===== src/hw/rtl/gclw_pkg.sv =====
// ----------------------------------------------------------------------------
// gclw_pkg: shared types and codes for the grid cell line walker
// Fixed port widths, axis mode codes and the result cell record.
// ----------------------------------------------------------------------------
package gclw_pkg;

    localparam int COORD_W   = 13;  // one input coordinate
    localparam int CELL_W    = 5;   // output column / row
    localparam int WALK_W    = 6;   // walk position register
    localparam int CNT_W     = 7;   // cells still to emit
    localparam int S_TDATA_W = 56;  // four coordinates, padded to bytes
    localparam int M_TDATA_W = 16;  // column and row, padded to bytes

    // axis mode codes
    localparam logic [1:0] MODE_GENERAL = 2'd0;
    localparam logic [1:0] MODE_VERT    = 2'd1;
    localparam logic [1:0] MODE_HORIZ   = 2'd2;

    typedef struct packed {
        logic                     last;
        logic signed [CELL_W-1:0] row;
        logic signed [CELL_W-1:0] col;
    } cell_t;

endpackage


===== src/hw/rtl/gclw_fifo.sv =====
// ----------------------------------------------------------------------------
// gclw_fifo: two-entry command queue
// Decouples the segment setup front end from the cell walker.
// ----------------------------------------------------------------------------
module gclw_fifo #(
    parameter int WIDTH = 8
) (
    input  logic             aclk,
    input  logic             aresetn,
    input  logic             push,
    input  logic [WIDTH-1:0] wr_data,
    output logic             full,
    input  logic             pop,
    output logic [WIDTH-1:0] rd_data,
    output logic             empty
);

    logic [WIDTH-1:0] mem_reg [2];
    logic             wr_ptr_reg;
    logic             rd_ptr_reg;
    logic [1:0]       cnt_reg;
    logic             do_push;
    logic             do_pop;

    assign full    = (cnt_reg == 2'd2);
    assign empty   = (cnt_reg == 2'd0);
    assign do_push = push && !full;
    assign do_pop  = pop && !empty;
    assign rd_data = mem_reg[rd_ptr_reg];

    always_ff @(posedge aclk) begin
        if (do_push) begin
            mem_reg[wr_ptr_reg] <= wr_data;
        end
    end

    always_ff @(posedge aclk) begin
        if (!aresetn) begin
            wr_ptr_reg <= 1'b0;
            rd_ptr_reg <= 1'b0;
            cnt_reg    <= 2'd0;
        end else begin
            if (do_push) begin
                wr_ptr_reg <= !wr_ptr_reg;
            end
            if (do_pop) begin
                rd_ptr_reg <= !rd_ptr_reg;
            end
            if (do_push && !do_pop) begin
                cnt_reg <= cnt_reg + 2'd1;
            end else if (do_pop && !do_push) begin
                cnt_reg <= cnt_reg - 2'd1;
            end
        end
    end

endmodule


===== src/hw/rtl/gclw_front.sv =====
// ----------------------------------------------------------------------------
// gclw_front: segment setup
// Clamps the end points, derives extents, directions, cell count, axis mode
// and the initial error term, and pushes one walk command per segment.
// ----------------------------------------------------------------------------
module gclw_front #(
    parameter int GRID_CELLS = 32,
    parameter int FRAC_BITS  = 8,
    parameter int CMD_W      = 64
) (
    input  logic                           aclk,
    input  logic                           aresetn,
    input  logic                           s_tvalid,
    output logic                           s_tready,
    input  logic [4*gclw_pkg::COORD_W-1:0] s_coords,
    output logic                           q_push,
    output logic [CMD_W-1:0]               q_data,
    input  logic                           q_full
);

    import gclw_pkg::*;

    localparam int CW     = (FRAC_BITS + 6 > COORD_W) ? FRAC_BITS + 6 : COORD_W;
    localparam int EXT_W  = FRAC_BITS + 5;
    localparam int MUL_W  = FRAC_BITS + 1;
    localparam int PROD_W = MUL_W + EXT_W;
    localparam int ERR_W  = 2 * FRAC_BITS + 8;
    localparam logic signed [CW-1:0] HI_C = CW'((GRID_CELLS / 2) * (1 << FRAC_BITS) - 1);
    localparam logic signed [CW-1:0] LO_C = CW'(-(GRID_CELLS / 2) * (1 << FRAC_BITS));
    localparam logic [MUL_W-1:0]     ONE  = MUL_W'(1) << FRAC_BITS;

    function automatic logic signed [CW-1:0] clamp(input logic signed [COORD_W-1:0] v);
        logic signed [CW-1:0] w;
        w = CW'(v);
        if (w < LO_C) begin
            w = LO_C;
        end else if (w > HI_C) begin
            w = HI_C;
        end
        return w;
    endfunction

    // stage 1 combinational
    logic signed [CW-1:0]     x0, y0, x1, y1;
    logic signed [CW:0]       dxs, dys;
    logic                     xpos, ypos;
    logic [EXT_W-1:0]         ext_x_c, ext_y_c;
    logic [MUL_W-1:0]         mx_c, my_c;
    logic                     en;

    // stage 1 registers
    logic                     v1_reg;
    logic signed [CELL_W-1:0] fx0_reg, fx1_reg, fy0_reg, fy1_reg;
    logic [EXT_W-1:0]         ext_x1_reg, ext_y1_reg;
    logic [MUL_W-1:0]         mx_reg, my_reg;
    logic                     xneg1_reg, yneg1_reg;

    // stage 2 combinational
    logic [WALK_W-1:0]        dcol, drow;
    logic [CNT_W-1:0]         cells_c;
    logic [1:0]               mode_c;

    // stage 2 registers
    logic                     v2_reg;
    logic [PROD_W-1:0]        prod_x_reg, prod_y_reg;
    logic [WALK_W-1:0]        col_reg, row_reg;
    logic [CNT_W-1:0]         cells_reg;
    logic [1:0]               mode_reg;
    logic [EXT_W-1:0]         ext_x2_reg, ext_y2_reg;
    logic                     xneg2_reg, yneg2_reg;
    logic signed [ERR_W-1:0]  err_c;

    assign x0 = clamp(s_coords[COORD_W-1:0]);
    assign y0 = clamp(s_coords[2*COORD_W-1:COORD_W]);
    assign x1 = clamp(s_coords[3*COORD_W-1:2*COORD_W]);
    assign y1 = clamp(s_coords[4*COORD_W-1:3*COORD_W]);

    assign xpos    = (x1 > x0);
    assign ypos    = (y1 > y0);
    assign dxs     = (CW + 1)'(x1) - (CW + 1)'(x0);
    assign dys     = (CW + 1)'(y1) - (CW + 1)'(y0);
    assign ext_x_c = xpos ? EXT_W'(dxs) : EXT_W'(-dxs);
    assign ext_y_c = ypos ? EXT_W'(dys) : EXT_W'(-dys);
    // distance in fractions to the first cell line crossed
    assign mx_c    = xpos ? ONE - MUL_W'(x0[FRAC_BITS-1:0]) : MUL_W'(x0[FRAC_BITS-1:0]);
    assign my_c    = ypos ? ONE - MUL_W'(y0[FRAC_BITS-1:0]) : MUL_W'(y0[FRAC_BITS-1:0]);

    assign en       = !(v2_reg && q_full);
    assign s_tready = en;

    always_ff @(posedge aclk) begin
        if (en) begin
            fx0_reg    <= CELL_W'(x0 >>> FRAC_BITS);
            fx1_reg    <= CELL_W'(x1 >>> FRAC_BITS);
            fy0_reg    <= CELL_W'(y0 >>> FRAC_BITS);
            fy1_reg    <= CELL_W'(y1 >>> FRAC_BITS);
            ext_x1_reg <= ext_x_c;
            ext_y1_reg <= ext_y_c;
            mx_reg     <= mx_c;
            my_reg     <= my_c;
            xneg1_reg  <= !xpos;
            yneg1_reg  <= !ypos;
        end
    end

    assign dcol = xneg1_reg ? WALK_W'(fx0_reg) - WALK_W'(fx1_reg)
                            : WALK_W'(fx1_reg) - WALK_W'(fx0_reg);
    assign drow = yneg1_reg ? WALK_W'(fy0_reg) - WALK_W'(fy1_reg)
                            : WALK_W'(fy1_reg) - WALK_W'(fy0_reg);
    assign cells_c = CNT_W'(1) + CNT_W'(dcol) + CNT_W'(drow);

    always_comb begin
        if (ext_y1_reg == '0) begin
            mode_c = MODE_HORIZ;
        end else if (ext_x1_reg == '0) begin
            mode_c = MODE_VERT;
        end else begin
            mode_c = MODE_GENERAL;
        end
    end

    always_ff @(posedge aclk) begin
        if (en) begin
            prod_x_reg <= PROD_W'(mx_reg) * PROD_W'(ext_y1_reg);
            prod_y_reg <= PROD_W'(my_reg) * PROD_W'(ext_x1_reg);
            col_reg    <= WALK_W'(fx0_reg);
            row_reg    <= WALK_W'(fy0_reg);
            cells_reg  <= cells_c;
            mode_reg   <= mode_c;
            ext_x2_reg <= ext_x1_reg;
            ext_y2_reg <= ext_y1_reg;
            xneg2_reg  <= xneg1_reg;
            yneg2_reg  <= yneg1_reg;
        end
    end

    always_ff @(posedge aclk) begin
        if (!aresetn) begin
            v1_reg <= 1'b0;
            v2_reg <= 1'b0;
        end else if (en) begin
            v1_reg <= s_tvalid;
            v2_reg <= v1_reg;
        end
    end

    assign err_c  = ERR_W'(prod_x_reg) - ERR_W'(prod_y_reg);
    assign q_push = v2_reg && !q_full;
    assign q_data = {err_c, ext_y2_reg, ext_x2_reg, mode_reg, yneg2_reg, xneg2_reg,
                     cells_reg, row_reg, col_reg};

endmodule


===== src/hw/rtl/gclw_back.sv =====
// ----------------------------------------------------------------------------
// gclw_back: cell walker
// Takes one walk command at a time and steps through the touched cells,
// one per cycle while the output is not stalled, into an output register.
// ----------------------------------------------------------------------------
module gclw_back #(
    parameter int FRAC_BITS = 8,
    parameter int CMD_W     = 64
) (
    input  logic                aclk,
    input  logic                aresetn,
    input  logic [CMD_W-1:0]    q_data,
    input  logic                q_empty,
    output logic                q_pop,
    output logic                m_valid,
    input  logic                m_ready,
    output gclw_pkg::cell_t     m_cell
);

    import gclw_pkg::*;

    localparam int EXT_W = FRAC_BITS + 5;
    localparam int ERR_W = 2 * FRAC_BITS + 8;

    logic                    walking_reg;
    logic [WALK_W-1:0]       col_reg, row_reg;
    logic signed [ERR_W-1:0] err_reg;
    logic [CNT_W-1:0]        cells_reg;
    logic                    xneg_reg, yneg_reg;
    logic [1:0]              mode_reg;
    logic [EXT_W-1:0]        ext_x_reg, ext_y_reg;
    logic                    out_valid_reg;
    cell_t                   out_cell_reg;

    logic [WALK_W-1:0]       q_col, q_row;
    logic [CNT_W-1:0]        q_cells;
    logic                    q_xneg, q_yneg;
    logic [1:0]              q_mode;
    logic [EXT_W-1:0]        q_ext_x, q_ext_y;
    logic signed [ERR_W-1:0] q_err;

    logic                    emit;
    logic                    step_row, step_col, step_diag;
    logic                    last;
    logic signed [ERR_W-1:0] ext_x_sh, ext_y_sh;
    logic [WALK_W-1:0]       col_inc, row_inc;

    assign {q_err, q_ext_y, q_ext_x, q_mode, q_yneg, q_xneg, q_cells, q_row, q_col} = q_data;

    assign emit = walking_reg && (!out_valid_reg || m_ready);

    assign step_row  = (mode_reg == MODE_VERT) ||
                       ((mode_reg == MODE_GENERAL) && (err_reg > 0));
    assign step_col  = !step_row && ((mode_reg == MODE_HORIZ) || (err_reg < 0));
    // exact tie: cross the corner, two cells counted
    assign step_diag = !step_row && !step_col;
    assign last      = (cells_reg <= CNT_W'(1)) || (step_diag && (cells_reg <= CNT_W'(2)));

    assign ext_x_sh = $signed(ERR_W'(ext_x_reg) << FRAC_BITS);
    assign ext_y_sh = $signed(ERR_W'(ext_y_reg) << FRAC_BITS);
    assign col_inc  = xneg_reg ? '1 : WALK_W'(1);
    assign row_inc  = yneg_reg ? '1 : WALK_W'(1);

    assign q_pop = !q_empty && (!walking_reg || (emit && last));

    always_ff @(posedge aclk) begin
        if (q_pop) begin
            col_reg   <= q_col;
            row_reg   <= q_row;
            err_reg   <= q_err;
            cells_reg <= q_cells;
            xneg_reg  <= q_xneg;
            yneg_reg  <= q_yneg;
            mode_reg  <= q_mode;
            ext_x_reg <= q_ext_x;
            ext_y_reg <= q_ext_y;
        end else if (emit) begin
            if (step_row) begin
                row_reg   <= row_reg + row_inc;
                err_reg   <= err_reg - ext_x_sh;
                cells_reg <= cells_reg - CNT_W'(1);
            end else if (step_col) begin
                col_reg   <= col_reg + col_inc;
                err_reg   <= err_reg + ext_y_sh;
                cells_reg <= cells_reg - CNT_W'(1);
            end else begin
                col_reg   <= col_reg + col_inc;
                row_reg   <= row_reg + row_inc;
                err_reg   <= err_reg + ext_x_sh - ext_y_sh;
                cells_reg <= cells_reg - CNT_W'(2);
            end
        end
        if (emit) begin
            out_cell_reg.last <= last;
            out_cell_reg.row  <= row_reg[CELL_W-1:0];
            out_cell_reg.col  <= col_reg[CELL_W-1:0];
        end
    end

    always_ff @(posedge aclk) begin
        if (!aresetn) begin
            walking_reg   <= 1'b0;
            out_valid_reg <= 1'b0;
        end else begin
            if (q_pop) begin
                walking_reg <= 1'b1;
            end else if (emit && last) begin
                walking_reg <= 1'b0;
            end
            if (emit) begin
                out_valid_reg <= 1'b1;
            end else if (m_ready) begin
                out_valid_reg <= 1'b0;
            end
        end
    end

    assign m_valid = out_valid_reg;
    assign m_cell  = out_cell_reg;

endmodule


===== src/hw/rtl/grid_cell_line_walker.sv =====
// ----------------------------------------------------------------------------
// grid_cell_line_walker: unit grid traversal of a line segment
// Emits every grid cell a segment touches, in order, with the last one marked.
// ----------------------------------------------------------------------------
// Path: both setup stages, the queue, the walker registers, the output register.
// Output: one cell per cycle while not stalled; a segment gives N cells,
//   N = 1 + |column span| + |row span| less one per corner crossing (1..63).
// Setup runs two stages ahead through a two-entry queue, so segments follow
//   each other with no gap while the output keeps draining.
// Reset: synchronous active-low aresetn empties the pipeline, queue and walker.
module grid_cell_line_walker #(
    parameter int GRID_CELLS = 32,
    parameter int FRAC_BITS  = 8
) (
    input  logic                              aclk,
    input  logic                              aresetn,
    input  logic                              s_tvalid,
    output logic                              s_tready,
    // x_start[12:0], y_start[25:13], x_end[38:26], y_end[51:39], zero pad
    input  logic [gclw_pkg::S_TDATA_W-1:0]    s_tdata,
    output logic                              m_tvalid,
    input  logic                              m_tready,
    // cell_col[4:0], cell_row[9:5], zero pad
    output logic [gclw_pkg::M_TDATA_W-1:0]    m_tdata,
    output logic                              m_tlast
);

    import gclw_pkg::*;

    localparam int EXT_W = FRAC_BITS + 5;
    localparam int ERR_W = 2 * FRAC_BITS + 8;
    localparam int CMD_W = 2 * WALK_W + CNT_W + 2 + 2 + 2 * EXT_W + ERR_W;

    logic             q_push;
    logic             q_full;
    logic             q_pop;
    logic             q_empty;
    logic [CMD_W-1:0] q_wr_data;
    logic [CMD_W-1:0] q_rd_data;
    cell_t            walk_cell;

    gclw_front #(
        .GRID_CELLS (GRID_CELLS),
        .FRAC_BITS  (FRAC_BITS),
        .CMD_W      (CMD_W)
    ) u_front (
        .aclk     (aclk),
        .aresetn  (aresetn),
        .s_tvalid (s_tvalid),
        .s_tready (s_tready),
        .s_coords (s_tdata[4*COORD_W-1:0]),
        .q_push   (q_push),
        .q_data   (q_wr_data),
        .q_full   (q_full)
    );

    gclw_fifo #(
        .WIDTH (CMD_W)
    ) u_fifo (
        .aclk    (aclk),
        .aresetn (aresetn),
        .push    (q_push),
        .wr_data (q_wr_data),
        .full    (q_full),
        .pop     (q_pop),
        .rd_data (q_rd_data),
        .empty   (q_empty)
    );

    gclw_back #(
        .FRAC_BITS (FRAC_BITS),
        .CMD_W     (CMD_W)
    ) u_back (
        .aclk    (aclk),
        .aresetn (aresetn),
        .q_data  (q_rd_data),
        .q_empty (q_empty),
        .q_pop   (q_pop),
        .m_valid (m_tvalid),
        .m_ready (m_tready),
        .m_cell  (walk_cell)
    );

    assign m_tdata = {(M_TDATA_W - 2 * CELL_W)'(0), walk_cell.row, walk_cell.col};
    assign m_tlast = walk_cell.last;

endmodule


===== config.mk =====
export PLATFORM = sky130hd
export DESIGN_NAME = grid_cell_line_walker
export DESIGN_NICKNAME = d
export VERILOG_FILES = /design/src/hw/rtl/gclw_pkg.sv /design/src/hw/rtl/gclw_fifo.sv /design/src/hw/rtl/gclw_front.sv /design/src/hw/rtl/gclw_back.sv /design/src/hw/rtl/grid_cell_line_walker.sv
export SDC_FILE = /design/constraint.sdc
export NUM_CORES = 1
export LEC_CHECK = 0
export BUFFER_PORTS_ARGS = -buffer_cell sky130_fd_sc_hd__buf_2
export CORE_MARGIN = 2
export CORE_UTILIZATION = 44
export CTS_BUF_LIST = sky130_fd_sc_hd__clkbuf_4 sky130_fd_sc_hd__clkbuf_8 sky130_fd_sc_hd__clkbuf_16
export DETAILED_ROUTE_END_ITERATION = 6
export GPL_ROUTABILITY_DRIVEN = 0
export PLACE_DENSITY = 0.61
export SYNTH_ARGS = -nofsm -noshare
export SYNTH_HDL_FRONTEND = slang
export SYNTH_SLANG_ARGS = --single-unit

===== constraint.sdc =====
create_clock -name aclk -period 7.9 [get_ports aclk]
set_input_delay 2.37 -clock aclk [delete_from_list [all_inputs] [get_ports aclk]]
set_output_delay 2.37 -clock aclk [all_outputs]
set_load 0.02 [all_outputs]

* Word level (Yosys, flattened, before mapping)
Memories as Yosys holds them, arrays and structs flattened. A register that Yosys moved wholly into a read port is not among the register bits.
Index checks and enable logic that the tools add are counted.
** Storage, ports and cells
- Bits in registers :: 249
- RAM bits :: 146
- Input port bits :: 60
- Output and inout port bits :: 19
- Logic and storage cells :: 169
- Memories kept :: 1
** Operators by class
- Add/subtract/negate cells :: 23
- Multiply operators :: 2
- Order comparisons :: 14
- Equality and inequality tests :: 5
- Muxes and demuxes :: 42
- Reductions and logical operators :: 41
** Memories
- u_fifo.mem_reg :: depth 2, width 73, rd ports 1, clocked after memory_dff 1, write ports 1, line gclw_fifo.sv:18 : logic [WIDTH-1:0] mem_reg [2];
** Operator list (count)
- 2-to-1 mux 14 bit :: 8
- 2-to-1 mux 24 bit :: 4
- 2-to-1 mux 6 bit :: 11
- greater-than comparator 13 bit, second input constant :: 4
- less-than comparator 13 bit, second input constant :: 4
- adder 24 x 22 -> 24 bit :: 2
- subtractor 24 x 22 -> 24 bit :: 2
- multiplier 9 x 13 -> 22 bit :: 2
- greater-than comparator 14 bit :: 2
- 2-to-1 mux 7 bit :: 4
- logical NOT 13 bit :: 2
- 2-to-1 mux 13 bit :: 2
- negator 13 bit :: 2
- subtractor 13 bit :: 2
- greater-than comparator 24 x 1 -> 1 bit, second input constant :: 1
- less-than comparator 24 x 1 -> 1 bit, second input constant :: 1
- subtractor 5 x 5 -> 6 bit :: 4
- subtractor 22 x 22 -> 23 bit :: 1
- subtractor 9 x 8 -> 9 bit, first input constant :: 2
- 2-to-1 mux 8 bit :: 2
- logical AND 1 bit :: 13
- logical NOT 1 bit :: 13
- adder 6 bit :: 2
- 2-to-1 mux 1 bit :: 9
- 17 further kinds :: 28

* Logic depth before layout (Yosys ltp)
- Depth after elaboration :: 16
- Depth in mapped cells :: 20
- Mapped depth without buffers :: 19

* Cells and area by module
Synthesis repeated with hierarchy kept, for this count alone.
** Second synthesis, totals
- Cell total of the unflattened synthesis :: 2724
- Area total of the unflattened synthesis :: 29254.3 sq um
** By module, submodules not included
- gclw_front :: instances 1, cells each 1726, area each 16664.7 sq um, sequential area each 4754.6 sq um
- gclw_back :: instances 1, cells each 739, area each 7016.7 sq um, sequential area each 2502.4 sq um
- gclw_fifo :: instances 1, cells each 252, area each 5524.0 sq um, sequential area each 4484.3 sq um
- grid_cell_line_walker :: instances 1, cells each 7, area each 48.8 sq um, sequential area each 0.0 sq um

* Least setup slack after synthesis
No wires, ideal clock.
- Kind :: register to output
- Start :: register u_fifo.cnt_reg[1]
- End :: output s_tready
- Arrival time :: 4.377 ns
- Data required time :: 5.530 ns
- Path slack :: 1.153 ns
- Cell stages (with the launch flop) :: 2
- Buffers on the path :: 0
- Cell sequence :: dfxtp_1 -> nand3b_1
** Between the ends
- Word-level cells in the longest chain between the ends :: 3
** RTL lines
- start, declared :: line gclw_fifo.sv:21 : logic [1:0] cnt_reg;
- start signal, assigned :: line gclw_fifo.sv:50 : cnt_reg <= cnt_reg + 2'd1;
- start signal, assigned :: line gclw_fifo.sv:52 : cnt_reg <= cnt_reg - 2'd1;
- == test 2 bit :: line gclw_fifo.sv:25 : assign full = (cnt_reg == 2'd2);
- logical AND 1 bit :: line gclw_front.sv:88 : assign en = !(v2_reg && q_full);
- logical NOT 1 bit :: line gclw_front.sv:88
- end, declared :: line grid_cell_line_walker.sv:18 : output logic s_tready,
No other way between the ends.

* Final worst setup path
- Start :: register u_front.ext_y1_reg[2]
- End :: register u_front.prod_x_reg[21], data pin
** Between the ends
- Word-level cells in the longest chain between the ends :: 1
** RTL lines
- start, declared :: line gclw_front.sv:54 : logic [EXT_W-1:0] ext_x1_reg, ext_y1_reg;
- start signal, assigned :: line gclw_front.sv:98 : ext_y1_reg <= ext_y_c;
- multiplier 9 x 13 -> 22 bit :: line gclw_front.sv:124 : prod_x_reg <= PROD_W'(mx_reg) * PROD_W'(ext_y1_reg);
- end signal, assigned :: line gclw_front.sv:124
- end, declared :: line gclw_front.sv:65 : logic [PROD_W-1:0] prod_x_reg, prod_y_reg;
No other way between the ends.
A chain may end at the register's enable or synchronous reset.

==> run_results.csv <==
group,metric,value,unit
outcome,status,"complete, no violations",
sta,period_minus_slack,5.63,ns
route,first_pass_iters,5,
cts,ctsHoldBuffers,0,
cts,cts_resized,0,
synth,synth_edf_count,379,
placement,numPortBuffers,68,
synth,ys_warn_count,0,
global_routing,grtUsageTotal,19.6,%
global_routing,grt_pass1_vias,19544,
worst_setup_path,path_cells,"and2_1, fa_1, fa_1, fa_1, inv_1, fa_1, inv_1, ha_1, a211oi_1, o211ai_1, a31oi_1, nor3_1, nor3_1, o41ai_1, a21oi_1, xnor2_1",
worst_setup_path,crit_path_frequent_cell,"fa_1",
finish,multi_input_area,14900,um2
synth,ys_seq_area_share,40.6,%
cts,cts_tree,"done",
route,vias,18924,
worst_setup_path,crit_required,8.23,ns
finish,layout_common_cells,"412 x inv_1, 379 x edfxtp_1, 228 x ha_1",
cts,clock_latency,0.58,ns
sta,final_max_slew_viol_count,0,
die,coreArea,64200,um2
cts,clock-sinks,388,
worst_setup_path,crit_fanout,11,
die,die_area,66800,um2
sta,fin_crit_sh,71.3,%
synth,synth_cells,2657,
sta,tightest_slew,1.03,ns
finish,nets,3132,
job,max_cap_violations,0,
synth,synth.cell_area,28500,um2
finish,final_common_cell,"inv_1",
synth,ys_seq_elements,388,
die,die-height,258,um
die,rows,93,
sta,worst_clock_skew,0.0127,ns
sta,setup_tns,0,ns
die,start_util,44.3,%
global_routing,grt-ovfl-total,0,
worst_setup_path,ff2ff_setup_slack,2.27,ns
worst_setup_path,path_class,"flop to flop",
worst_setup_path,slowest_stage,"edfxtp_1",
sta,setup_viol,0,
hold_path,hp-class,"flop to flop",
finish,fillers,5801,
worst_setup_path,rr_worst_depth,16,
sta,rsz0062_at_grt,"false",
worst_setup_path,startpoint,"u_front.ext_y1_reg[2]$_DFFE_PN_",
die,io_pins,79,
global_routing,antenna_found_initial,0,
cts,clk_root_buffer_cell,"clkbuf_16",
synth,synth-compound-area-share,10.8,%
cts,cts_buffers,44,
worst_setup_path,worstPathArrival,5.96,ns
route,drt_iter0_drc,1150,
synth,async_reset_ff_share,0,%
global_routing,grt_pass1_wl,104000,um
finish,largest_reg_flops,140,
route,drc,0,
cts,path_clk_slew,0.06,ns
finish,final-seq-area,11600,um2
synth,synth_ff_type,"edfxtp_1",
route,avgRoutedWirePerCell,18.2,um
synth,syn_avg_cell_area,10.7,um2
route,viasPerCell,5.33,
sta,finalHoldViolCount,0,
synth,synth-xor-area-share,4.61,%
placement,hpwl,49200,um
synth,ys_types,86,
die,die_x,258,um
synth,synth_simple_gate_area_share,11.4,%
cts,clockBufferDepth,3,
finish,syn2layout_area_growth,8.82,%
route,totalWireLength,64800,um
worst_setup_path,critPathMaxStageDelay,0.63,ns
worst_setup_path,crit_end,"u_front.prod_x_reg[21]$_DFFE_PN_",
worst_setup_path,endpoint_kind,"flop",
synth,synth_top_family_by_area,"adder cells",
worst_setup_path,startpoint_type,"flop",
global_routing,grt_max_degree,157,
cts,ctsHtreeMaxLevel,2,
worst_setup_path,reg2reg_to,"u_front.prod_x_reg[21]$_DFFE_PN_",
worst_setup_path,worstReg2RegStart,"u_front.ext_y1_reg[2]$_DFFE_PN_",
finish,layout-drive-gt1-share,7.68,%
cts,post_cts_buffers,0,
synth,synth.area.mux_share,2.65,%
synth,synth_fa_ha_area_share,22.7,%
sta,fmax,177,MHz
sta,maxSlewHeadroom,31.1,%
route,detail-route-antenna-nets,0,
## per-stage QoR
step / setup WS, ns / area (um2) / hold slack, ns / util [%] / cells
2_1_floorplan: 1.15 / 28500 / 0.421 / - / 2662
3_3_place_gp: 2.31 / 29500 / 0.426 / 45.9 / 3472
3_5_place_dp: 2.27 / 29500 / 0.429 / 45.9 / 3472
4_1_cts: 2.31 / 31000 / 0.445 / 48.2 / 3552
5_1_grt: 1.99 / 31000 / 0.459 / 48.2 / 3552
6_report: 2.27 / 31000 / 0.441 / 48.2 / 3553
## synth_stat cells, types with 42 or more instances
master | number | share of area (%)
inv_1 | 412 | 5.4
edfxtp_1 | 379 | 40
fa_1 | 181 | 13
nor2_1 | 96 | 1.3
a21oi_1 | 108 | 1.9
nand2_1 | 188 | 2.5
xnor2_1 | 111 | 3.4
and2_1 | 139 | 3.1
a21o_1 | 42 | 1.1
clkbuf_1 | 105 | 1.4
o21ai_0 | 93 | 1.6
ha_1 | 228 | 10
nor3_1 | 43 | 0.76
## final cells by class
type / instances / area share (%)
clock inverters: 30 / 1.06
flip-flops and latches: 388 / 37.3
multi-input cells: 1738 / 48.1
diodes: 1 / 0.00808
inverters: 414 / 5.01
well taps: 855 / 3.45
repair buffers: 77 / 1.36
clock buffers: 50 / 3.70
## logic make-up (layout without fill, tap and decap cells)
group / after synthesis / after routing
AO/OA/AOI/OAI: 459 / 459
other: 1 / 7
multiplexers: 71 / 71
AND/OR/NAND/NOR: 643 / 643
buffers and inverters: 536 / 571
adder cells (fa/ha/maj): 409 / 409
XOR/XNOR: 150 / 150
flip-flops: 388 / 388
## worst min-delay path by stage
stage,from,end,slack [ns],depth (start not counted)
floorplan,u_front.col_reg[0]$_DFFE_PN_,u_fifo.mem_reg[0][0]$_DFFE_PP_,0.42,0
global placement,u_front.ext_y2_reg[4]$_DFFE_PN_,u_fifo.mem_reg[0][40]$_DFFE_PP_,0.43,0
detailed placement,u_front.ext_x2_reg[0]$_DFFE_PN_,u_fifo.mem_reg[0][23]$_DFFE_PP_,0.43,0
CTS,u_front.ext_x2_reg[10]$_DFFE_PN_,u_fifo.mem_reg[0][33]$_DFFE_PP_,0.45,0
global route,u_front.ext_y2_reg[3]$_DFFE_PN_,u_fifo.mem_reg[0][39]$_DFFE_PP_,0.46,0
finish,u_front.ext_x2_reg[0]$_DFFE_PN_,u_fifo.mem_reg[0][23]$_DFFE_PP_,0.44,0
## worst max-delay path: cells and delay by family (launching register included)
kind | cells | cell delay [ns]
fa+ha+maj | 5 | 2.43
compound gates | 5 | 1.44
simple gates | 3 | 0.71
flops | 1 | 0.63
buf+inv | 2 | 0.09
xor+xnor | 1 | 0.07
## routing by layer
| metal | track usage (%) | part of all wire [%] |
|---|---|---|
| met1 | 26.4 | 45 |
| met2 | 32.4 | 46 |
| met3 | 2.70 | 4.7 |
| met4 | 7.06 | 3.6 |
| met5 | 0 | 0 |
Power is left out: the tool's default activity adds up to more than one toggle a clock period on the data nets, which glitch-free logic cannot reach.
